## src/sv/rgbgb_pkg.sv

```systemverilog
// Shared constants and types of the RGB 3x3 Gaussian blur.
`timescale 1ns / 1ps

package rgbgb_pkg;

   localparam int MAX_WIDTH   = 1024;
   localparam int MAX_HEIGHT  = 1024;
   localparam int LINE_ADDR_W = $clog2(MAX_WIDTH);

   localparam int SIZE_W     = 11;                 // frame size registers
   localparam int POS_W      = SIZE_W + 1;         // row count runs to height + 1
   localparam int COEF_W     = 17;
   localparam int CHAN_W     = 8;
   localparam int NUM_CHAN   = 3;
   localparam int PIX_W      = CHAN_W * NUM_CHAN;
   localparam int SUM3_W     = CHAN_W + 2;         // sum of four channel values
   localparam int PROD_W     = SUM3_W + COEF_W;
   localparam int ACC_W      = PROD_W + 3;
   localparam int FRAC_W     = 16;
   localparam int CSR_ADDR_W = 3;
   localparam int CSR_DATA_W = COEF_W;

   typedef enum logic [CSR_ADDR_W-1:0] {
      CSR_FRAME_WIDTH  = 3'd0,
      CSR_FRAME_HEIGHT = 3'd1,
      CSR_COEF_CENTER  = 3'd2,
      CSR_COEF_EDGE    = 3'd3,
      CSR_COEF_CORNER  = 3'd4
   } csr_index_type;

   typedef logic [PIX_W-1:0] pixel_type;

   typedef struct packed {
      pixel_type top;
      pixel_type mid;
      pixel_type bot;
   } column_type;

   typedef struct packed {
      logic prod_load;
      logic sum_load;
   } mac_ctrl_type;

endpackage

```

## src/sv/rgbgb_mac.sv

```systemverilog
// One channel of the kernel: weight products, rounding up and saturation.
`timescale 1ns / 1ps

module rgbgb_mac (
   input  logic                          clock,
   input  rgbgb_pkg::mac_ctrl_type       ctrl,
   input  logic [rgbgb_pkg::CHAN_W-1:0]  mid_val,
   input  logic [rgbgb_pkg::SUM3_W-1:0]  side_sum,
   input  logic [rgbgb_pkg::SUM3_W-1:0]  diag_sum,
   input  logic [rgbgb_pkg::COEF_W-1:0]  coef_center,
   input  logic [rgbgb_pkg::COEF_W-1:0]  coef_edge,
   input  logic [rgbgb_pkg::COEF_W-1:0]  coef_corner,
   output logic [rgbgb_pkg::CHAN_W-1:0]  value
);
   import rgbgb_pkg::*;

   localparam logic [ACC_W-1:0] ROUND_BIAS = ACC_W'((1 << FRAC_W) - 1);
   localparam logic [ACC_W-FRAC_W-1:0] CHAN_MAX = (ACC_W-FRAC_W)'((1 << CHAN_W) - 1);

   logic [PROD_W-1:0]        p_mid_ff;
   logic [PROD_W-1:0]        p_side_ff;
   logic [PROD_W-1:0]        p_diag_ff;
   logic [ACC_W-1:0]         total;
   logic [ACC_W-FRAC_W-1:0]  whole;
   logic [CHAN_W-1:0]        sat_in;
   logic [CHAN_W-1:0]        value_ff;

   always_ff @(posedge clock) begin
      if (ctrl.prod_load) begin
         p_mid_ff  <= PROD_W'(mid_val) * PROD_W'(coef_center);
         p_side_ff <= PROD_W'(side_sum) * PROD_W'(coef_edge);
         p_diag_ff <= PROD_W'(diag_sum) * PROD_W'(coef_corner);
      end
   end

   always_comb begin
      total = ACC_W'(p_mid_ff) + ACC_W'(p_side_ff) + ACC_W'(p_diag_ff) + ROUND_BIAS;
      whole = total[ACC_W-1:FRAC_W];
      sat_in = (whole > CHAN_MAX) ? {CHAN_W{1'b1}} : whole[CHAN_W-1:0];
   end

   always_ff @(posedge clock) begin
      if (ctrl.sum_load) begin
         value_ff <= sat_in;
      end
   end

   assign value = value_ff;

endmodule

```

## config.mk

```make
export PLATFORM = sky130hd
export DESIGN_NAME = rgbgb_mac
export DESIGN_NICKNAME = d
export VERILOG_FILES = /design/src/sv/rgbgb_pkg.sv /design/src/sv/rgbgb_mac.sv
export SDC_FILE = /design/constraint.sdc
export NUM_CORES = 1
export LEC_CHECK = 0
export ABC_AREA = 1
export BUFFER_PORTS_ARGS = -buffer_cell sky130_fd_sc_hd__buf_2
export CAP_MARGIN = 10
export CORE_UTILIZATION = 37
export CTS_CLUSTER_DIAMETER = 80
export CTS_CLUSTER_SIZE = 20
export DETAILED_ROUTE_END_ITERATION = 8
export PLACE_DENSITY = 0.59
export RECOVER_POWER = 100
export SLEW_MARGIN = 20
export SYNTH_ARGS = -nofsm -noshare
export SYNTH_HDL_FRONTEND = slang
export SYNTH_SLANG_ARGS = --single-unit
```

## constraint.sdc

```tcl
create_clock -name clock -period 17 [get_ports clock]
set_clock_uncertainty 0.2 [all_clocks]
set_input_delay 1.7 -clock clock [delete_from_list [all_inputs] [get_ports clock]]
set_output_delay 1.7 -clock clock [all_outputs]
set_load 0.005 [all_outputs]
```

-- Word-level counts from Yosys, hierarchy flattened
Index checks and enable logic that the tools add are counted.
- $add $sub $neg: 3
- multiply operators: 3
- divide/modulo/power cells: 0
- order comparisons: 1
- eq/ne operators: 0
- shift-type cells: 0
- multiplexer cells: 0
- bitwise gates (word level): 0
- reduce and logical (&&, ||, !) cells: 0
- operators by type and width (kind ; count):
    $mul A10 B17 Y27 ; 2
    $add A29 B16 Y30 const B ; 1
    $add A28 B27 Y29 ; 1
    $add A25 B27 Y28 ; 1
    $mul A8 B17 Y25 ; 1
    $gt A14 B8 Y1 const B ; 1
- register bits after elaboration: 87
- bits in latches: 0
- RAM bits: 0
- memory bits (read-only): 0
- bits of input ports: 82
- output and inout bits: 8
- logic and storage cells: 11
- memories: 0

-- Longest topological paths before layout
Gate-level depths: netlist of the first run.
- word-level depth: 4
- mapped depth: 27
- mapped depth without buffers: 25

-- Worst setup path before layout of the first run
No wires, ideal clock.
- path kind: input port to flip-flop
- from: in side_sum[3] (netlist bit)
- to: reg p_side_ff[26], data pin
- setup time: 261 ps
- arrival: 6211 ps
- required time: 16539 ps
- slack: 10329 ps
- stages: 27
- buffers on the path: 2
- cell sequence: clkbuf_1 -> clkbuf_1 -> nand2_1 -> fa_1 -> inv_1 -> fa_1 -> inv_1 -> fa_1 -> inv_1 -> fa_1 -> inv_1 -> fa_1 -> inv_1 -> ha_1 -> nand2_1 -> inv_1 -> nand2_1 -> nand2_1 -> a21oi_1 -> inv_1 -> nand2_1 -> nand2_1 -> nand2_1 -> nand2_1 -> nand2_1 -> nand2_1 -> xor2_1
- cells in the longest elaborated chain, start to end: 1
- ends and longest elaborated chain (item ; line ; text):
    start: declaration ; rgbgb_mac.sv:8 ; input logic [rgbgb_pkg::SUM3_W-1:0] side_sum,
    $mul A10 B17 Y27 ; rgbgb_mac.sv:31 ; p_side_ff <= PROD_W'(side_sum) * PROD_W'(coef_edge);
    end signal: assignment ; rgbgb_mac.sv:31 ;
    end: declaration ; rgbgb_mac.sv:21 ; logic [PROD_W-1:0] p_side_ff;
Every way passes these cells.
A chain may end at the register's enable or synchronous reset.

-- Final worst setup path of the first run
- from: in side_sum[2] (netlist bit)
- to: reg p_side_ff[21], data pin
The elaborated chain is that of the path after synthesis.

==> flow_metrics.py, run 1 <==
metrics = {
    "timing": {
        "fin_crit_sh_pct": 40.6,
        "setup_viol_count_final": 0,
        "worstMarginPinSlew_ns": 3.83,
        "hold_viol": 0,
        "min_period_ns": 6.91,
        "max_freq_mhz": 145,
        "rsz0062_at_grt": "no",
        "drv_slew": 75,
        "setup_tns_ns": 0,
        "slew_headroom_pct": -156,
    },
    "run_status": {
        "status": "finished, violations left",
        "violations": "capacitance limit, slew limit",
    },
    "die": {
        "io_pins": 90,
        "die_height_um": 239,
        "dieWidth_um": 239,
        "row_count": 86,
        "dieArea_um2": 57200,
        "start_util_pct": 37.6,
        "core-area_um2": 55300,
    },
    "clock_network": {
        "cts.reportedPaths.clkPinSlew_ns": 0.07,
        "cts_buffer_depth": 2,
        "root_buffer": "clkbuf_16",
        "h-tree-depth": 3,
        "post-cts-setup-buffer-count": 0,
        "cts_tree": "built",
        "cts_num_sinks": 87,
        "cts_hold_buf": 0,
        "clk_latency_ns": 0.36,
        "cts-resized-gates": 0,
        "cts_buffers": 9,
    },
    "place": {
        "place_congestion": 0.852,
        "io_buffers": 89,
        "dp_hpwl_um": 40100,
    },
    "setup_path": {
        "end_kind": "register",
        "cp_max_fo": 17,
        "r2r-start": "p_mid_ff[9]",
        "r2r_slack_ns": 13.46,
        "start_kind": "input port",
        "reg2regPathDepth": 18,
        "critPathKind": "input port to register",
        "rr_endpoint": "value[5]",
        "critPathRequiredTime_ns": 16.91,
        "arrival_ns": 6.82,
    },
    "routing": {
        "wl_met2_um": 22500,
        "top_layer_used": "met4",
        "drtAntennaViolNets": 0,
        "wirelength_met1_um": 21800,
        "wl_per_cell_um": 13.7,
        "vias_per_cell": 4.65,
        "wirelength_um": 46800,
        "drc": 0,
        "met3_length_um": 1730,
        "first_iter_violations": 861,
        "vias": 15900,
        "drtPass1Iterations": 5,
    },
    "synthesis": {
        "synth_common_cells": "inv_1 (751), nand2_1 (745), fa_1 (351)",
        "synth_cells": 2673,
        "yosysMostFrequentCell": "inv_1",
        "synth_nets": 3330,
        "async_flop_share_pct": 0,
        "synthDistinctLibCells": 33,
        "synth_enable_flop_cells": 87,
        "yosys.area.top_type_share_pct": 33.8,
        "synth_area_leaders": "fa_1 (34%), inv_1 (14%), ha_1 (13%), nand2_1 (13%), edfxtp_1 (13%)",
        "synth_area_leader_cell": "fa_1",
        "synthFlopType": "edfxtp_1",
        "yosysWarningCount": 0,
        "netlist_area_um2": 20800,
        "yosysSeqAreaShare_pct": 12.6,
        "syn_area_per_cell_um2": 7.79,
        "ys_seq_elements": 87,
    },
    "finish": {
        "area_delta_synth_final_pct": 6.12,
        "drive_above_1_share_pct": 3.67,
        "layout.nets": 3324,
    },
    "grt": {
        "grt_pass1_vias": 16900,
        "antenna_found_initial": 5,
        "grt_usage_pct": 17.5,
        "grt_pass1_wl_um": 81400,
        "overflow": 0,
        "grt_max_degree": 75,
    },
    "worst_hold_path": {
        "hp-start": "p_diag_ff[15]",
        "hold_end": "value[0]",
        "min_path_cells": 4,
        "holdCritPathClass": "register to register",
    },
    "job": {
        "max_cap_violations": 1,
    },
}
## routing by layer
metal,track usage (%),up-vias
li1,-,7760
met1,24.0,7805
met2,29.8,305
met3,1.71,48
met4,3.48,0
met5,0,-
## area by class of cell
class	count	area (um2)
clock buffers	9	225
fillers	5718	33200
repair buffers	90	433
clock inverters	7	83.8
multi-input cells	1728	15000
flip-flops and latches	87	2610
well taps	748	936
diodes	5	12.5
inverters	751	2820
## sequential cells by signal, indices dropped and copies added (netlist names)
signal,flops
p_side_ff,27
p_diag_ff,27
value,8
p_mid_ff,25
## kinds of logic after synthesis
logic type,count (synthesis),share of synthesized area [%]
compound gates,176,4.66
fa+ha+maj,575,47.2
flops,87,12.6
simple gates,902,16.9
xor+xnor,75,3.16
buf+inv,858,15.5
## metrics by stage
stage	utilization [%]	area, um2	instances	hold slack, ns	worst slack, ns
finish	39.9	22100	3425	0.917	10.09
global route	39.9	22100	3425	1.01	9.81
CTS	40.0	22100	3420	0.946	10.48
detailed placement	39.4	21800	3404	0.921	10.11
global placement	39.4	21800	3404	0.934	10.18
floorplan	-	20800	2673	0.731	10.33
## worst max-delay path, stage by stage
cell and delay (ns):
clkbuf_1 0.59, nand2_1 0.17, fa_1 0.53, inv_1 0.05
fa_1 0.49, inv_1 0.05, fa_1 0.54, inv_1 0.05
fa_1 0.47, inv_1 0.05, fa_1 0.47, inv_1 0.04
ha_1 0.33, a21oi_1 0.22, o21ai_0 0.11, a21oi_1 0.43
o21ai_0 0.23, a21oi_1 0.20, xnor2_1 0.08
## how the worst max path moves through the flow
stage / cells after the start / from / endpoint
2_1_floorplan: 27 / side_sum[3] / p_side_ff[26]
3_3_place_gp: 26 / side_sum[1] / p_side_ff[26]
3_5_place_dp: 19 / side_sum[1] / p_side_ff[21]
4_1_cts: 19 / side_sum[1] / p_side_ff[21]
5_1_grt: 19 / diag_sum[3] / p_diag_ff[21]
6_report: 19 / side_sum[2] / p_side_ff[21]
## placed cells by master (no fill, tap or decap), drive strengths merged, types with 4 or more instances in the layout
master / n
a21o: 12
a21oi: 96
a31oi: 4
buf: 76
clkbuf: 23
diode: 5
edfxtp: 87
fa: 351
ha: 224
inv: 755
nand2: 749
nand3: 35
nand4: 11
nor2: 89
nor3: 10
o21a: 7
o21ai: 42
o21bai: 9
xnor2: 21
xor2: 54
Power of run 1 is not shown: default switching activity piles up to over one toggle a cycle in this logic, so the estimate is an artifact.
==> run 2, diff against run 1 <==
--- a/config.mk
+++ b/config.mk
@@ -5,14 +5,14 @@
 export SDC_FILE = /design/constraint.sdc
 export NUM_CORES = 1
 export LEC_CHECK = 0
-export ABC_AREA = 1
+export ABC_AREA = 0
 export BUFFER_PORTS_ARGS = -buffer_cell sky130_fd_sc_hd__buf_2
 export CAP_MARGIN = 10
 export CORE_UTILIZATION = 37
 export CTS_CLUSTER_DIAMETER = 80
 export CTS_CLUSTER_SIZE = 20
 export DETAILED_ROUTE_END_ITERATION = 8
-export PLACE_DENSITY = 0.59
+export PLACE_DENSITY = 0.61
 export RECOVER_POWER = 100
 export SLEW_MARGIN = 20
 export SYNTH_ARGS = -nofsm -noshare
==> constraint.sdc (replaced) <==
create_clock -name clock -period 6.1 [get_ports clock]
set_clock_uncertainty 0.2 [all_clocks]
set_input_delay 0.61 -clock clock [delete_from_list [all_inputs] [get_ports clock]]
set_output_delay 0.61 -clock clock [all_outputs]
set_load 0.005 [all_outputs]
==> run 2 against run 1 <==
  * Cell area fell by 4.5%
  * Routed wire length fell by 11%
  * The run still ends with capacitance limit, slew limit left
  * Flip-flop and latch count did not move
  * Non-clock buffer count rose by 30
  * Register-to-register slack got worse by 12 ns
  * Worst hold slack got worse by 0.44 ns
  * Worst setup slack got worse by 9.8 ns
  * First-iteration DRC count fell by 41%
  * Core utilization rose by 0.31 points
  * Via count fell by 14%
  * Synthesized area fell by 5.8%
  * Sequential share of layout area rose by 0.55 points
  * Largest cell class unchanged
==> flow_metrics.py, run 2 <==
metrics = {
    "timing": {
        "setup_viol_count_final": 0,
        "hold_viol": 0,
        "worstMarginPinSlew_ns": 4.20,
        "setup_tns_ns": 0,
        "drv_slew": 80,
        "max_freq_mhz": 174,
        "fin_crit_sh_pct": 94.4,
        "min_period_ns": 5.76,
        "slew_headroom_pct": -180,
        "setup_slack_ns": 0.339,
        "rsz0062_at_grt": "no",
    },
    "synthesis": {
        "yosysSeqAreaShare_pct": 13.3,
        "synthDistinctLibCells": 71,
        "synth_enable_flop_cells": 87,
        "yosysMostFrequentCell": "inv_1",
        "synth_cells": 2050,
        "synth_area_leader_cell": "fa_1",
        "yosys.area.top_type_share_pct": 35.8,
        "synthFlopType": "edfxtp_1",
        "synth_common_cells": "inv_1 (420), fa_1 (351), and2_1 (254)",
        "ys_seq_elements": 87,
        "yosysWarningCount": 0,
        "synth_area_leaders": "fa_1 (36%), ha_1 (14%), edfxtp_1 (13%), and2_1 (8.1%), inv_1 (8.0%)",
        "netlist_area_um2": 19600,
        "synth_nets": 2707,
        "syn_area_per_cell_um2": 9.57,
        "async_flop_share_pct": 0,
    },
    "routing": {
        "drtPass1Iterations": 7,
        "wirelength_um": 41700,
        "drc": 0,
        "drtAntennaViolNets": 0,
        "vias": 13700,
        "wl_per_cell_um": 14.9,
        "vias_per_cell": 4.87,
        "first_iter_violations": 507,
    },
    "grt": {
        "grt_usage_pct": 16.5,
        "grt_pass1_vias": 14900,
        "grt_pass1_wl_um": 72500,
        "overflow": 0,
        "grt_max_degree": 80,
        "antenna_found_initial": 1,
    },
    "setup_path": {
        "arrival_ns": 5.68,
        "crit_path_frequent_cell": "fa_1",
        "critical_path_buf_inv_count": 3,
        "start_kind": "input port",
        "r2r_slack_ns": 1.51,
        "cp.depth": 17,
        "rr_endpoint": "value[5]",
        "max_stage_delay_ns": 0.68,
        "r2r-start": "p_mid_ff[9]",
        "critPathKind": "input port to register",
        "cp_slowest_cell": "clkbuf_1",
        "cp_max_fo": 17,
        "critPathRequiredTime_ns": 6.02,
        "cp-endpoint": "p_mid_ff[21]",
        "cp-startpoint": "mid_val[2]",
        "reg2regPathDepth": 13,
        "worstPathCellList": "clkbuf_1 > and2_0 > fa_1 > inv_1 > fa_1 > fa_1 > inv_1 > fa_1 > ha_1 > a21o_1 > a211oi_2 > nor2_1 > or3_1 > o21ba_2 > a41oi_1 > nand2b_1 > xnor2_1",
        "end_kind": "register",
        "crit_family": "adder cells",
    },
    "clock_network": {
        "root_buffer": "clkbuf_16",
        "cts.reportedPaths.clkPinSlew_ns": 0.06,
        "cts_tree": "built",
        "cts_buffer_depth": 2,
        "cts_buffers": 9,
        "cts_num_sinks": 87,
        "cts-resized-gates": 0,
        "post-cts-setup-buffer-count": 0,
        "h-tree-depth": 3,
        "cts_hold_buf": 0,
        "clk_latency_ns": 0.34,
    },
    "worst_hold_path": {
        "holdCritPathClass": "input port to register",
        "hp-start": "coef_center[0]",
    },
    "finish": {
        "area_delta_synth_final_pct": 7.63,
        "drive_above_1_share_pct": 6.90,
        "top_regs": "p_diag_ff: 27 flops, p_side_ff: 27 flops, p_mid_ff: 25 flops",
        "final_common_cell": "inv_1",
        "final_cell_mix": "inv_1 (420), fa_1 (351), and2_1 (246)",
        "layout.nets": 2767,
        "num-fill-cells": 5113,
        "stdcell_area_um2": 21100,
    },
    "job": {
        "max_cap_violations": 1,
    },
    "run_status": {
        "violations": "capacitance limit, slew limit",
        "status": "finished, violations left",
    },
    "die": {
        "die_height_um": 232,
        "start_util_pct": 37.4,
        "core-area_um2": 52400,
        "dieArea_um2": 53900,
        "row_count": 84,
        "dieWidth_um": 232,
        "io_pins": 90,
    },
    "power_and_ir_drop": {
        "power_density_nw_per_um2": 561,
        "totalPowerFinal_mw": 11.8,
        "peakVddDrop_mv": 0.409,
        "leakagePower_nw": 10.6,
    },
    "place": {
        "dp_hpwl_um": 35700,
        "place_ws_ns": -0.142,
        "io_buffers": 89,
        "place_congestion": 0.862,
        "postPlaceCellArea_um2": 20900,
    },
}
==> run 2: cell families after synthesis <==
| logic type | share of synthesized area (%) |
|---|---|
| compound gates | 7.69 |
| xor+xnor | 3.22 |
| fa+ha+maj | 50.1 |
| buf+inv | 9.40 |
| flops | 13.3 |
| mux | 0.102 |
| simple gates | 16.1 |
==> run 2: worst min-delay path by stage <==
stage,to,slack (ns),cells past startpoint
floorplan,p_diag_ff[0],0.52,0
global placement,value[1],0.79,1
detailed placement,value[0],0.80,1
CTS,value[7],0.43,1
global route,p_mid_ff[0],0.49,2
finish,p_mid_ff[0],0.48,2
==> run 2: cell type report <==
type	count	area, um2	share of cell area [%]
flip-flops and latches	87	2610	12.4
clock inverters	7	46.3	0.219
diodes	1	2.50	0.0119
clock buffers	9	225	1.07
inverters	420	1580	7.47
well taps	688	861	4.08
multi-input cells	1472	15100	71.6
repair buffers	120	662	3.14
==> run 2: per-layer routing <==
| layer | track usage, % | up-vias | wire [um] |
|---|---|---|---|
| met5 | 0 | - | 0 |
| li1 | - | 6504 | - |
| met1 | 22.0 | 6940 | 18900 |
| met2 | 28.9 | 174 | 20900 |
| met3 | 1.35 | 40 | 994 |
| met4 | 3.84 | 0 | 826 |
==> run 2: power by group <==
| part | switching [mW] | total [mW] | leakage (nW) | internal, mW |
|---|---|---|---|---|
| clock | 0.231 | 0.507 | 0.131 | 0.276 |
| sequential | 0.148 | 1.48 | 0.840 | 1.33 |
| combinational | 5.48 | 9.86 | 9.67 | 4.38 |
| total | 5.86 | 11.8 | 10.6 | 5.99 |
==> run 2: per-stage QoR <==
stage               util, %  instances  hold WS [ns]
floorplan                 -       2050         0.522
global placement       39.8       2787         0.790
detailed placement     39.8       2787         0.795
CTS                    40.4       2803         0.430
global route           40.2       2804         0.491
finish                 40.2       2804         0.479
(Power assumes the default switching activity.)
==> run 3, diff against run 2 <==
--- a/config.mk
+++ b/config.mk
@@ -12,7 +12,7 @@
 export CTS_CLUSTER_DIAMETER = 80
 export CTS_CLUSTER_SIZE = 20
 export DETAILED_ROUTE_END_ITERATION = 8
-export PLACE_DENSITY = 0.61
+export PLACE_DENSITY = 0.6
 export RECOVER_POWER = 100
 export SLEW_MARGIN = 20
 export SYNTH_ARGS = -nofsm -noshare
==> constraint.sdc (replaced) <==
create_clock -name clock -period 5.4 [get_ports clock]
set_clock_uncertainty 0.2 [all_clocks]
set_input_delay 0.81 -clock clock [delete_from_list [all_inputs] [get_ports clock]]
set_output_delay 0.81 -clock clock [all_outputs]
set_load 0.005 [all_outputs]
==> run 3 against run 2 <==
  * The flow finishes with violations (capacitance limit, slew limit, setup timing)
  * Core utilization up 5.8 points
  * Cell area is 14% higher
  * Register-to-register slack lost 0.54 ns
  * Flip-flop and latch count unchanged
  * Final cell count grew 8.8%
  * Worst hold slack improved by 0.21 ns
  * Largest power group unchanged
  * Highest routed layer unchanged
==> flow_metrics.py, run 3 (synthesized netlist as in run 2, its figures left out) <==
metrics = {
    "run_status": {
        "status": "finished, violations left",
        "violations": "capacitance limit, slew limit, setup timing",
    },
    "clock_network": {
        "cts_num_sinks": 87,
        "cts_buffers": 9,
        "root_buffer": "clkbuf_16",
        "h-tree-depth": 3,
        "cts_hold_buf": 0,
        "cts_tree": "built",
        "cts_buffer_depth": 2,
        "cts.reportedPaths.clkPinSlew_ns": 0.06,
        "clk_latency_ns": 0.34,
    },
    "finish": {
        "final_common_cell": "inv_1",
        "drive_above_1_share_pct": 22.4,
        "final_cell_mix": "inv_1 (403), fa_1 (336), buf_4 (260)",
        "layout.nets": 3013,
        "top_regs": "p_diag_ff: 27 flops, p_side_ff: 27 flops, p_mid_ff: 25 flops",
        "area_delta_synth_final_pct": 23.1,
    },
    "job": {
        "max_cap_violations": 1,
    },
    "worst_hold_path": {
        "hold_end": "value[2]",
        "holdCritPathClass": "input port to register",
        "min_path_cells": 1,
        "hp-start": "ctrl[0]",
    },
    "power_and_ir_drop": {
        "leakagePower_nw": 12.1,
        "totalPowerFinal_mw": 16.5,
        "power_density_nw_per_um2": 686,
        "peakVddDrop_mv": 0.531,
    },
    "routing": {
        "vias": 14700,
        "wl_per_cell_um": 14.8,
        "first_iter_violations": 495,
        "vias_per_cell": 4.81,
        "drtAntennaViolNets": 0,
        "drc": 0,
        "drtPass1Iterations": 5,
        "wirelength_um": 45000,
    },
    "place": {
        "io_buffers": 89,
        "dp_hpwl_um": 38900,
        "place_congestion": 0.867,
    },
    "die": {
        "core-area_um2": 52400,
        "io_pins": 90,
        "die_height_um": 232,
        "dieArea_um2": 53900,
        "dieWidth_um": 232,
        "start_util_pct": 37.4,
        "row_count": 84,
    },
    "timing": {
        "min_period_ns": 5.49,
        "fin_hold_ws_ns": 0.694,
        "rsz0062_at_grt": "yes",
        "fin_crit_sh_pct": 102,
        "hold_viol": 0,
        "slew_headroom_pct": -190,
        "drv_slew": 80,
        "worstMarginPinSlew_ns": 4.35,
        "max_freq_mhz": 182,
        "setup_slack_ns": -0.0880,
        "setup_viol_count_final": 10,
    },
    "setup_path": {
        "r2r_slack_ns": 0.97,
        "r2r-start": "p_mid_ff[15]",
        "start_kind": "input port",
        "reg2regPathDepth": 13,
        "arrival_ns": 5.38,
        "cp_max_fo": 5,
        "end_kind": "register",
        "critPathKind": "input port to register",
        "rr_endpoint": "value[5]",
        "critPathRequiredTime_ns": 5.29,
    },
    "grt": {
        "grt_max_degree": 80,
        "overflow": 0,
        "grt_pass1_wl_um": 77500,
        "grt_pass1_vias": 16200,
        "antenna_found_initial": 1,
        "grt_usage_pct": 17.6,
    },
}
run 3: cell count changes in the layout (fill, tap and decap cells not counted), moves of 17 or more:
cell / previous run / this run
buf_4: 25 / 260
buf_2: 78 / 33
buf_6: 0 / 31
and2_4: 0 / 26
and2_1: 246 / 223
ha_1: 224 / 205
ha_4: 0 / 17
inv_1: 420 / 403
inv_2: 0 / 17
run 3: worst max-delay path by stage:
stage                         from            end  slack, ns
floorplan           coef_corner[6]  p_diag_ff[24]      -0.37
global placement       diag_sum[1]  p_diag_ff[20]      -0.54
detailed placement     side_sum[1]  p_side_ff[26]      -0.61
CTS                    diag_sum[7]  p_diag_ff[25]      -0.09
global route        coef_corner[4]  p_diag_ff[25]      -0.27
finish                 diag_sum[8]  p_diag_ff[25]      -0.09
run 3: worst max-delay path, cell delays in order:
cell	delay, ns
buf_12	0.11
buf_6	0.11
and2_4	0.15
fa_1	0.47
fa_1	0.55
fa_1	0.46
fa_1	0.52
inv_2	0.04
fa_1	0.49
inv_2	0.05
ha_4	0.26
and3_4	0.20
nand3_4	0.08
o31ai_4	0.35
o311ai_2	0.12
a21o_1	0.22
nand2b_4	0.14
nor2b_4	0.12
xnor2_2	0.12
run 3: final cells by class:
type                       instances  area (um2)
antenna                            1        2.50
clock inverter                     7        78.8
inverter                         420        1580
clock buffer                       9         225
tap                              688         861
multi-input combinational       1472       15900
fill                            4892       28300
sequential                        87        2610
timing repair buffer             366        2920
run 3: metal layers:
metal | global-route usage [%] | share of wire [%]
met4 | 3.87 | 2.1
met2 | 32.4 | 53
met3 | 1.62 | 2.3
met5 | 0 | 0
met1 | 22.1 | 43
run 3: timing repair:
action	4_1_cts	5_1_grt
buffers inserted	12	11
cloned	0	2
resized for setup	129	112
setup endpoints to repair	27	25
pin swaps	62	80
run 3: stage by stage:
stage | setup slack [ns] | util, % | std cells | area [um2] | setup TNS (ns)
floorplan | -0.368 | - | 2050 | 20100 | -4.00
global placement | -0.537 | 43.5 | 3012 | 22800 | -12.79
detailed placement | -0.615 | 43.5 | 3012 | 22800 | -15.18
CTS | -0.0883 | 45.2 | 3038 | 23700 | -0.311
global route | -0.268 | 46.0 | 3050 | 24100 | -3.84
finish | -0.0880 | 46.0 | 3050 | 24100 | -0.467
run 3: power by group:
group | internal, mW | switching, mW
clock | 0.364 | 0.265
combinational | 7.02 | 7.20
sequential | 1.51 | 0.192
